===== config.mk =====
export PLATFORM = sky130hd
export DESIGN_NAME = rhd_pos
export DESIGN_NICKNAME = d
export VERILOG_FILES = /design/src/design/rhd_pkg.sv /design/src/design/rhd_pos.sv
export SDC_FILE = /design/constraint.sdc
export NUM_CORES = 1
export LEC_CHECK = 0
export BUFFER_PORTS_ARGS = -buffer_cell sky130_fd_sc_hd__buf_2
export CORE_AREA = 10 10 94 96
export DETAILED_ROUTE_END_ITERATION = 8
export DIE_AREA = 0 0 104 106
export GPL_TIMING_DRIVEN = 0
export HOLD_SLACK_MARGIN = 0.05
export PLACE_DENSITY = 0.75
export SLEW_MARGIN = 25
export SYNTH_ARGS = -nofsm -noshare
export SYNTH_HDL_FRONTEND = slang
export SYNTH_SLANG_ARGS = --single-unit

===== constraint.sdc =====
create_clock -name clk -period 4.75 [get_ports clk]
set_clock_uncertainty 0.05 [all_clocks]
set_input_delay 0 -clock clk [delete_from_list [all_inputs] [get_ports clk]]
set_output_delay 0 -clock clk [all_outputs]
set_load 0.03 [all_outputs]

===== src/design/rhd_pkg.sv =====
package rhd_pkg;

  // image limits
  localparam int MAX_WIDTH    = 4096;
  localparam int HEIGHT_LIMIT = 4096;
  localparam int LINE_DEPTH   = MAX_WIDTH / 2;

  // field widths
  localparam int CH_W      = 8;
  localparam int SUM_W     = CH_W + 1;
  localparam int SIZE_W    = 13;
  localparam int CNT_W     = $clog2((MAX_WIDTH > HEIGHT_LIMIT) ? MAX_WIDTH : HEIGHT_LIMIT);
  localparam int DIM_W     = (SIZE_W > CNT_W + 1) ? SIZE_W : CNT_W + 1;
  localparam int IDX_W     = $clog2(LINE_DEPTH);
  localparam int CFG_IDX_W = 2;

  // register map
  localparam logic [CFG_IDX_W-1:0] REG_IN_WIDTH  = CFG_IDX_W'(0);
  localparam logic [CFG_IDX_W-1:0] REG_IN_HEIGHT = CFG_IDX_W'(1);

  localparam logic [SIZE_W-1:0] SIZE_RESET = SIZE_W'(64);

  typedef struct packed {
    logic [CH_W-1:0] alpha;
    logic [CH_W-1:0] blue;
    logic [CH_W-1:0] green;
    logic [CH_W-1:0] red;
  } pixel_t;

  typedef struct packed {
    logic [SUM_W-1:0] alpha;
    logic [SUM_W-1:0] blue;
    logic [SUM_W-1:0] green;
    logic [SUM_W-1:0] red;
  } pair_t;

  localparam int PAIR_W = $bits(pair_t);

  // position decode of the pixel being offered
  typedef struct packed {
    logic             in_image;
    logic             odd_col;
    logic             odd_row;
    logic [IDX_W-1:0] idx;
    logic             row_end;
    logic             frame_end;
  } pos_t;

  function automatic pair_t pair_add(pixel_t a, pixel_t b);
    pair_t s;
    s.red   = SUM_W'(a.red)   + SUM_W'(b.red);
    s.green = SUM_W'(a.green) + SUM_W'(b.green);
    s.blue  = SUM_W'(a.blue)  + SUM_W'(b.blue);
    s.alpha = SUM_W'(a.alpha) + SUM_W'(b.alpha);
    return s;
  endfunction

  // sum of two pair sums, divided by four with truncation
  function automatic logic [CH_W-1:0] quad_chan(logic [SUM_W-1:0] a, logic [SUM_W-1:0] b);
    logic [SUM_W:0] t;
    t = (SUM_W + 1)'(a) + (SUM_W + 1)'(b);
    return t[SUM_W:2];
  endfunction

  function automatic pixel_t quad_avg(pair_t up, pair_t dn);
    pixel_t p;
    p.red   = quad_chan(up.red,   dn.red);
    p.green = quad_chan(up.green, dn.green);
    p.blue  = quad_chan(up.blue,  dn.blue);
    p.alpha = quad_chan(up.alpha, dn.alpha);
    return p;
  endfunction

endpackage


===== src/design/rhd_pos.sv =====
module rhd_pos (
  input  logic                        clk,
  input  logic                        rst,
  input  logic                        advance,
  input  logic                        frame_start,
  input  logic [rhd_pkg::SIZE_W-1:0]  in_width,
  input  logic [rhd_pkg::SIZE_W-1:0]  in_height,
  output rhd_pkg::pos_t               pos
);
  import rhd_pkg::*;

  logic [CNT_W-1:0] column_count, column_count_next;
  logic [CNT_W-1:0] row_count, row_count_next;
  logic [CNT_W-1:0] col, row;
  logic [DIM_W-1:0] w, h, col_x, row_x, size_w_x, size_h_x;
  logic [DIM_W-2:0] half_w_m1, half_h_m1;
  logic             col_last, row_last;

  // saturate sizes to the supported range
  always_comb begin
    size_w_x = DIM_W'(in_width);
    size_h_x = DIM_W'(in_height);
    if (size_w_x < DIM_W'(2)) begin
      w = DIM_W'(2);
    end else if (size_w_x > DIM_W'(MAX_WIDTH)) begin
      w = DIM_W'(MAX_WIDTH);
    end else begin
      w = size_w_x;
    end
    if (size_h_x < DIM_W'(2)) begin
      h = DIM_W'(2);
    end else if (size_h_x > DIM_W'(HEIGHT_LIMIT)) begin
      h = DIM_W'(HEIGHT_LIMIT);
    end else begin
      h = size_h_x;
    end
  end

  always_comb begin
    col       = frame_start ? '0 : column_count;
    row       = frame_start ? '0 : row_count;
    col_x     = DIM_W'(col);
    row_x     = DIM_W'(row);
    half_w_m1 = w[DIM_W-1:1] - (DIM_W - 1)'(1);
    half_h_m1 = h[DIM_W-1:1] - (DIM_W - 1)'(1);

    pos.in_image  = (col_x < w) && (row_x < h);
    pos.odd_col   = col[0];
    pos.odd_row   = row[0];
    pos.idx       = col[IDX_W:1];
    pos.row_end   = ((DIM_W - 1)'(pos.idx) == half_w_m1);
    pos.frame_end = pos.row_end && (row_x[DIM_W-1:1] == half_h_m1);

    col_last = (col_x + DIM_W'(1)) >= w;
    row_last = (row_x + DIM_W'(1)) >= h;
    if (col_last) begin
      column_count_next = '0;
      row_count_next    = row_last ? '0 : row + CNT_W'(1);
    end else begin
      column_count_next = col + CNT_W'(1);
      row_count_next    = row;
    end
  end

  always_ff @(posedge clk) begin
    if (rst) begin
      column_count <= '0;
      row_count    <= '0;
    end else if (advance) begin
      column_count <= column_count_next;
      row_count    <= row_count_next;
    end
  end

endmodule


==> results of run 1 <==
==> kinds of logic (layout without fill, tap and decap cells) <==
logic type	count (synthesis)	count (layout)	synth area share (%)
XOR/XNOR	32	32	7.42
multiplexers	4	4	1.13
adder cells (fa/ha/maj)	54	54	17.9
flip-flops	24	24	12.7
AO/OA/AOI/OAI	130	130	24.0
buffers and inverters	47	91	5.07
AND/OR/NAND/NOR	220	220	31.7
==> final timing paths <==
path / startpoint / slack, ns / depth (start not counted) / end
worst max-delay path: frame_start / 0.68 / 18 / column_count[5]$_SDFFE_PP0P_
worst min-delay path: advance / 0.14 / 4 / row_count[1]$_SDFFE_PP0P_
worst max register to register: column_count[0]$_SDFFE_PP0P_ / 0.75 / 16 / column_count[5]$_SDFFE_PP0P_
worst min register to register: column_count[4]$_SDFFE_PP0P_ / 0.41 / 2 / column_count[4]$_SDFFE_PP0P_
==> placed cells by master, fill, tap and decap left out, types with 6 or more instances in the layout <==
| master | synthesis | routed |
|---|---|---|
| a211oi_1 | 9 | 9 |
| a21o_1 | 6 | 6 |
| a21oi_1 | 40 | 40 |
| and2_1 | 6 | 6 |
| and3_1 | 14 | 14 |
| buf_2 | 0 | 40 |
| clkbuf_1 | 26 | 21 |
| dfxtp_1 | 24 | 24 |
| ha_1 | 54 | 54 |
| inv_1 | 15 | 15 |
| nand2_1 | 50 | 50 |
| nand2b_1 | 18 | 18 |
| nand3_1 | 19 | 19 |
| nand4_1 | 10 | 10 |
| nor2_1 | 35 | 35 |
| nor2b_1 | 21 | 20 |
| nor3_1 | 12 | 12 |
| nor4_1 | 6 | 6 |
| o211ai_1 | 7 | 7 |
| o21ai_0 | 15 | 15 |
| or4_1 | 8 | 8 |
| xnor2_1 | 17 | 17 |
| xor2_1 | 15 | 15 |
==> power by group through the flow <==
| stage | logic [mW] | registers, mW | clock network, mW |
|---|---|---|---|
| 2_1_floorplan | 0.133 | 0.212 | 0 |
| 3_3_place_gp | 0.184 | 0.212 | 0 |
| 3_5_place_dp | 0.191 | 0.213 | 0 |
| 4_1_cts | 0.192 | 0.208 | 0.146 |
| 5_1_grt | 0.217 | 0.208 | 0.148 |
| 6_report | 0.194 | 0.208 | 0.145 |
==> through the flow <==
stage                     util, %  cell area [µm²]
final                        59.1             4170
after global routing         59.1             4170
after CTS                    59.0             4170
after detailed placement     58.1             4100
after global placement       58.1             4100
after floorplan                 -             3770
==> tightest hold or removal path: cells and delay by family <==
family                 cells  cell delay (ns)
and+or+nand+nor            2             0.26
buffers and inverters      1             0.10
AOI/OAI and AO/OA          1             0.06
==> state kept, by name, indices dropped and copies added, names as in the netlist <==
| name | cells |
|---|---|
| row_count | 12 |
| column_count | 12 |
==> timing repair <==
action / in CTS / in global routing
resized for setup: 2 / 6
pin swaps: 0 / 0
hold buffers: 1 / 0
endpoints found under the setup margin: 21 / 21
hold endpoints to repair: 1 / 0
==> cell type report <==
cell class | instances | area [µm²] | area share (%)
timing repair buffer | 41 | 210 | 5.04
inverter | 18 | 67.6 | 1.62
sequential | 24 | 480 | 11.5
multi-input combinational | 440 | 3110 | 74.5
clock buffer | 4 | 55.1 | 1.32
buffer | 28 | 125 | 3.00
tap | 99 | 124 | 2.97
==> metal layers <==
metal  vias to the layer above  GRT usage, %  wire [µm]
li1                       1985             -          -
met1                      1866          21.7       4750
met2                       100          36.2       5440
met3                        15          1.69        391
met4                         0          6.16        176
met5                         -             0          0
==> metrics.txt, run 1 <==
part of the power in registers=38.1%; Pins Over Slew Limit=0; Setup Fix Bufs, Post-CTS=0; Sw Ratio=35.4%; initial antenna violation count=0; maxcap violations=0; DRC=0; synth unique cells=66; Die Area=11000 µm²; number of synthesized flops with an enable pin=0; share of cells above drive strength 1=11.5%; share of synthesized flip-flops with an asynchronous set or reset=0%; number of synthesized register bits=24; YS warnings=0; actual slew at the worst max-slew pin=0.666 ns; Post-Syn Instances=511; slowest cell delay on critical path=0.52 ns; DR vias/cell=6.06; synthesis-to-layout area growth=10.4%; vias in the first global route=3994; worst path arrival time=4.22 ns; Worst Hold Class=input pin to flop; Leak Pwr=1.83 nW; WL final=10800 µm; row count=31; first-pass GRT wire length=18400 µm; DR vias=3966; CTS tree=done; GRT Total Usage=19.0%; ANT nets after route=0; Avg WL per Cell=16.4 µm; layout net count=640; synth cell count leaders=54 x ha_1, 50 x nand2_1, 40 x a21oi_1, 35 x nor2_1, 26 x clkbuf_1; Cell Int Power=353 µW; Clk network pwr share=26.5%; CP most frequent cell=clkbuf_2; Worst slew margin=55.3%; crit-path cells=buf_2 -> clkbuf_2 -> clkbuf_2 -> nor2b_1 -> ha_1 -> and2_1 -> and4_1 -> and3_1 -> and3_1 -> xor2_1 -> ha_1 -> a2111oi_1 -> o211ai_1 -> o31ai_1 -> clkbuf_2 -> clkbuf_2 -> nand3_1 -> a21oi_1; TritonCTS Buffers=3; sequential area share after synthesis=12.7%; Worst-path clk slew=0.08 ns; Hold WS=0.140 ns; cell family with the largest share of critical-path delay=buffers and inverters; # clock sinks=24; Pwr Total=546 µW; dpl hpwl=8810 µm; cell taking the most area after synthesis=ha_1; power per standard cell area=131 nW/µm²; clk_lat worst skew=0.28 ns; ranking of synthesized cells by area=ha_1 18%, dfxtp_1 13%, a21oi_1 5.3%; pre-CTS WS=-0.632 ns; largest net degree at the start of global routing=14; 1st-iter DRT viols=180; n_diodes=0; combinational power share=35.4%; post-route non-filler standard cell count=654; Root Driver=clkbuf_8; syn_nets=595; die width=104 µm; syn_area_per_cell=7.39 µm²; worst path bufs/invs=5; initial core utilization=53.5%; slowest CP cell=a2111oi_1; Setup crit start kind=input pin; IO Pins=46; fin crit share=85.8%; chip height=106 µm; final worst setup slack=0.676 ns; drt first pass iters=5; most frequent cell after synthesis=ha_1; final hold violation count=0; Yosys top cell area share=17.9%; RSZ-0062 raised after global routing=false; Required @ worst endpoint=4.90 ns; GRT overflow=0; setup TNS=0 ns; Final setup viols=0; crit path time final=4.07 ns; net switching power=193 µW; Core Region=7060 µm²; main flop type after synthesis=dfxtp_1; crit-path max FO=15; Placer Congestion=0.944; outcome=complete, no violations; Cell Area, Synth=3770 µm²; placed cell count=650; CP endpoint kind=flop; Max clock buf depth=2; maximum VDD drop=0.107 mV; H-tree Lvls=1; WS Path Type=input pin to flop; port buffer count=40; max frequency=245 MHz; Fill cells=672
Note: power is estimated with default switching activity, not from simulation.
==> run 2: changes to the inputs <==
==> constraint.sdc (replaced) <==
create_clock -name clk -period 5 [get_ports clk]
set_clock_uncertainty 0.05 [all_clocks]
set_input_delay 0 -clock clk [delete_from_list [all_inputs] [get_ports clk]]
set_output_delay 0 -clock clk [all_outputs]
set_load 0.03 [all_outputs]
==> metrics.txt, run 2 (synthesis gave the netlist of run 1 again) <==
Pins Over Slew Limit=0; synthesis-to-layout area growth=10.4%; outcome=complete, no violations; drt first pass iters=5; Leak Pwr=1.83 nW; maximum VDD drop=0.102 mV; R2R Setup Slk=0.83 ns; Core Region=7060 µm²; chip height=106 µm; WL final=10800 µm; most common cell after layout, fill and taps aside=ha_1; CP endpoint kind=flop; M1 GR Usage=21.7%; multi-input combinational cell area=3100 µm²; die width=104 µm; Sw Ratio=35.4%; dpl hpwl=8810 µm; Setup crit start kind=input pin; fin crit share=91.6%; initial core utilization=53.5%; worst path arrival time=4.73 ns; vias in the first global route=3994; # clock sinks=24; Hold WS=0.136 ns; ANT nets after route=0; net switching power=184 µW; Fill cells=676; setup TNS=0 ns; DRC=0; largest net degree at the start of global routing=14; maxcap violations=0; DR vias=3976; combinational power share=35.5%; top flop regs=column_count (12), row_count (12); initial antenna violation count=0; H-tree Lvls=1; Die Area=11000 µm²; IO Pins=46; max frequency=218 MHz; part of the power in registers=38.0%; grt peak-use layer=met2; TritonCTS Buffers=3; Root Driver=clkbuf_8; Avg WL per Cell=16.5 µm; row count=31; Final Cell Area=4170 µm²; Reg2Reg Depth=16; 1st-iter DRT viols=204; Reg2Reg Launch Point=column_count[0]$_SDFFE_PP0P_; power per standard cell area=125 nW/µm²; crit-path max FO=10; Placed Area=4100 µm²; share of cells above drive strength 1=11.2%; Placer Congestion=0.944; final hold violation count=0; RSZ-0062 raised after global routing=false; actual slew at the worst max-slew pin=0.665 ns; Max clock buf depth=2; Clk network pwr share=26.5%; Cell Int Power=335 µW; crit path capture=column_count[5]$_SDFFE_PP0P_; CTS tree=done; met2 usage in global routing=36.2%; Required @ worst endpoint=5.15 ns; DR vias/cell=6.07; Setup Fix Bufs, Post-CTS=0; final core occ=59.1%; commonest non-fill, non-tap cells in the layout=54 x ha_1, 50 x nand2_1, 40 x a21oi_1, 40 x buf_2, 35 x nor2_1; Worst Hold Class=input pin to flop; first-pass GRT wire length=18400 µm; GRT met3 Usage=1.69%; Reg area=480 µm²; GRT Total Usage=19.0%; layout net count=641; CP startpoint=frame_start; GRT overflow=0; crit path time final=4.58 ns; port buffer count=40; WS Path Type=input pin to flop; Worst-path clk slew=0.08 ns; worst flop-to-flop path endpoint=column_count[5]$_SDFFE_PP0P_; clk_lat worst skew=0.28 ns; Worst slew margin=55.4%; n_diodes=0; Final setup viols=0
## run 2: changes by cell type in the layout (fill, tap and decap cells not counted), sizes merged
cell | previous run | this run
clkbuf | 29 | 30
## run 2: routing by layer
| layer | vias up | wire length [µm] |
|---|---|---|
| met1 | 1869 | 4790 |
| met2 | 106 | 5440 |
| met5 | - | 0 |
| met3 | 15 | 421 |
| met4 | 0 | 177 |
| li1 | 1986 | - |
## run 2: area by class of cell
class / instances / share of cell area, %
Multi-Input combinational cell: 440 / 74.5
Inverter: 18 / 1.62
Sequential cell: 24 / 11.5
Buffer: 29 / 3.06
Clock buffer: 4 / 1.32
Tap cell: 99 / 2.97
Timing Repair Buffer: 41 / 5.04
## run 2: worst min path at each step
stage / from / cells after the start / slack (ns) / to
2_1_floorplan: rst / 2 / 0.13 / row_count[1]$_SDFFE_PP0P_
3_3_place_gp: rst / 3 / 0.28 / row_count[1]$_SDFFE_PP0P_
3_5_place_dp: rst / 3 / 0.28 / row_count[1]$_SDFFE_PP0P_
4_1_cts: advance / 4 / 0.13 / row_count[1]$_SDFFE_PP0P_
5_1_grt: advance / 4 / 0.19 / row_count[1]$_SDFFE_PP0P_
6_report: advance / 4 / 0.14 / row_count[1]$_SDFFE_PP0P_
## run 2: power by group through the flow
stage / Combinational (mW) / Sequential (mW) / Clock, mW
floorplan: 0.127 / 0.201 / 0
global placement: 0.175 / 0.202 / 0
detailed placement: 0.181 / 0.202 / 0
CTS: 0.183 / 0.197 / 0.139
global route: 0.206 / 0.198 / 0.140
finish: 0.184 / 0.198 / 0.138
## run 2: worst max-delay path, stage by stage
cell	delay (ns)
buf_2	0.17
clkbuf_1	0.38
clkbuf_2	0.34
clkbuf_2	0.31
nor2b_1	0.13
ha_1	0.22
and2_1	0.17
and4_1	0.22
and3_1	0.19
and3_1	0.19
xor2_1	0.17
ha_1	0.23
a2111oi_1	0.52
o211ai_1	0.21
o31ai_1	0.31
clkbuf_1	0.40
clkbuf_2	0.31
nand3_1	0.10
a21oi_1	0.17
## run 2: timing repair
item / in CTS / in global routing
hold buffers: 1 / 0
hold endpoints to repair: 1 / 0
cloned: 0 / 0
gates resized for setup: 1 / 5
endpoints found under the setup margin: 10 / 18
## run 2: through the flow
stage	worst slack [ns]	std cells	total power, mW
floorplan	0.785	511	0.328
global placement	-0.252	650	0.377
detailed placement	-0.382	650	0.383
CTS	0.0928	655	0.519
global route	0.0798	655	0.545
finish	0.421	655	0.520
==> run 3: changes to the inputs <==
--- a/config.mk
+++ b/config.mk
@@ -11,7 +11,8 @@
 export DIE_AREA = 0 0 104 106
 export GPL_TIMING_DRIVEN = 0
 export HOLD_SLACK_MARGIN = 0.05
-export PLACE_DENSITY = 0.75
+export PLACE_DENSITY = 0.72
+export REMOVE_ABC_BUFFERS = 1
 export SLEW_MARGIN = 25
 export SYNTH_ARGS = -nofsm -noshare
 export SYNTH_HDL_FRONTEND = slang
==> metrics.txt, run 3 (synthesis gave the netlist of run 1 again) <==
outcome=complete, no violations; post-route non-filler standard cell count=631; Required @ worst endpoint=5.16 ns; GRT overflow=0; largest net degree at the start of global routing=34; CP startpoint=column_count[1]$_SDFFE_PP0P_; chip height=106 µm; crit path time final=4.46 ns; Final Cell Area=4100 µm²; Setup Fix Bufs, Post-CTS=0; DR vias/cell=6.13; port buffer count=45; hold path cells=2; worst path arrival time=4.62 ns; dpl hpwl=8120 µm; Hold WS=0.103 ns; layout net count=617; IO Pins=46; Placer Congestion=0.911; Max clock buf depth=2; Setup crit start kind=flop; final worst setup slack=0.543 ns; final hold violation count=0; CP endpoint kind=flop; share of cells above drive strength 1=12.0%; power per standard cell area=133 nW/µm²; Worst-path clk slew=0.08 ns; n_diodes=0; Pwr Total=545 µW; row count=31; clk_lat worst skew=0.26 ns; TritonCTS Buffers=3; WS Path Type=flop to flop; Worst Hold Class=input pin to flop; maximum VDD drop=0.143 mV; initial antenna violation count=0; Fill cells=718; WL final=10100 µm; actual slew at the worst max-slew pin=0.769 ns; max frequency=224 MHz; Root Driver=clkbuf_8; 1st-iter DRT viols=322; synthesis-to-layout area growth=8.52%; Worst slew margin=47.4%; pre-CTS WS=0.427 ns; maxcap violations=0; Pins Over Slew Limit=0; DRC=0; ANT nets after route=0; fin crit share=89.1%; Reg2Reg Launch Point=column_count[1]$_SDFFE_PP0P_; Die Area=11000 µm²; vias in the first global route=3670; Leak Pwr=1.80 nW; Post-CTS Resized=0; commonest non-fill, non-tap cells in the layout=54 x ha_1, 50 x nand2_1, 45 x buf_2; R2R Setup Slk=0.54 ns; Avg WL per Cell=16.0 µm; Reg2Reg Depth=14; drt first pass iters=5; hold endpoint=column_count[0]$_SDFFE_PP0P_; CTS tree=done; top flop regs=column_count (12), row_count (12); Final setup viols=0; Placed Area=4030 µm²; initial core utilization=53.5%; DR vias=3868; H-tree Lvls=1; RSZ-0062 raised after global routing=false; hold path start=rst; GRT Total Usage=17.7%; crit-path max FO=6; # clock sinks=24; first-pass GRT wire length=17400 µm; CTS hold repair buffers=0; die width=104 µm; Core Region=7060 µm²; worst flop-to-flop path endpoint=row_count[2]$_SDFFE_PP0P_; most common cell after layout, fill and taps aside=ha_1; placed cell count=627
## run 3: cell types whose count changed in the layout (fill, tap and decap cells not counted)
| cell | change |
|---|---|
| buf_2 | +5 |
| a2111oi_1 | -1 |
| clkbuf_8 | -1 |
| o31ai_4 | +1 |
| a2111oi_0 | +1 |
| clkbuf_2 | -3 |
| buf_6 | -1 |
| bufinv_16 | +1 |
| clkbuf_1 | -23 |
| o31ai_1 | -1 |
| dlygate4sd3_1 | -1 |
| buf_1 | -1 |
## run 3: worst max path at each step
stage	end	depth (start not counted)
after floorplan	row_count[10]$_SDFFE_PP0P_	13
after global placement	row_count[8]$_SDFFE_PP0P_	16
after detailed placement	row_count[2]$_SDFFE_PP0P_	16
after CTS	row_count[2]$_SDFFE_PP0P_	14
after global routing	row_count[5]$_SDFFE_PP0P_	14
final	row_count[2]$_SDFFE_PP0P_	14
## run 3: power breakdown
part	internal (mW)	total (mW)	switching (mW)	leakage [nW]
Sequential	0.194	0.197	0.00277	0.195
Clock	0.107	0.168	0.0615	0.0357
Combinational	0.0677	0.179	0.111	1.57
Total	0.369	0.545	0.175	1.80
## run 3: through the flow
stage               util, %  setup TNS (ns)
floorplan                 -               0
global placement       56.7           -7.57
detailed placement     57.0               0
CTS                    58.0               0
global route           58.0               0
finish                 58.0               0
## run 3: cell type report
type                       instances  area (µm²)  area share (%)
clock inverter                     1        30.0           0.733
inverter                          18        67.6            1.65
sequential                        24         480            11.7
timing repair buffer              46         236            5.77
clock buffer                       3        41.3            1.01
multi-input combinational        440        3120            76.1
tap                               99         124            3.02
## run 3: critical path, cell delays in order (launching register included)
cell and delay [ns]:
dfxtp_1 0.36, nor2b_1 0.27, ha_1 0.23, and2_1 0.15
and4_1 0.26, and3_1 0.21, and3_1 0.19, xor2_1 0.09
ha_1 0.21, a2111oi_0 0.72, o211ai_1 0.33, o31a_1 0.42
o21ai_0 0.22, nor2b_1 0.45, a22o_1 0.23
## run 3: routing by layer
| layer | part of all wire [%] | vias to the layer above | wire length (µm) | GRT usage (%) |
|---|---|---|---|---|
| met2 | 46 | 96 | 4680 | 29.4 |
| met4 | 0.31 | 0 | 31 | 1.59 |
| met1 | 49 | 1826 | 4970 | 24.7 |
| met3 | 4.0 | 7 | 401 | 2.23 |
| met5 | 0 | - | 0 | 0 |
| li1 | - | 1939 | - | - |
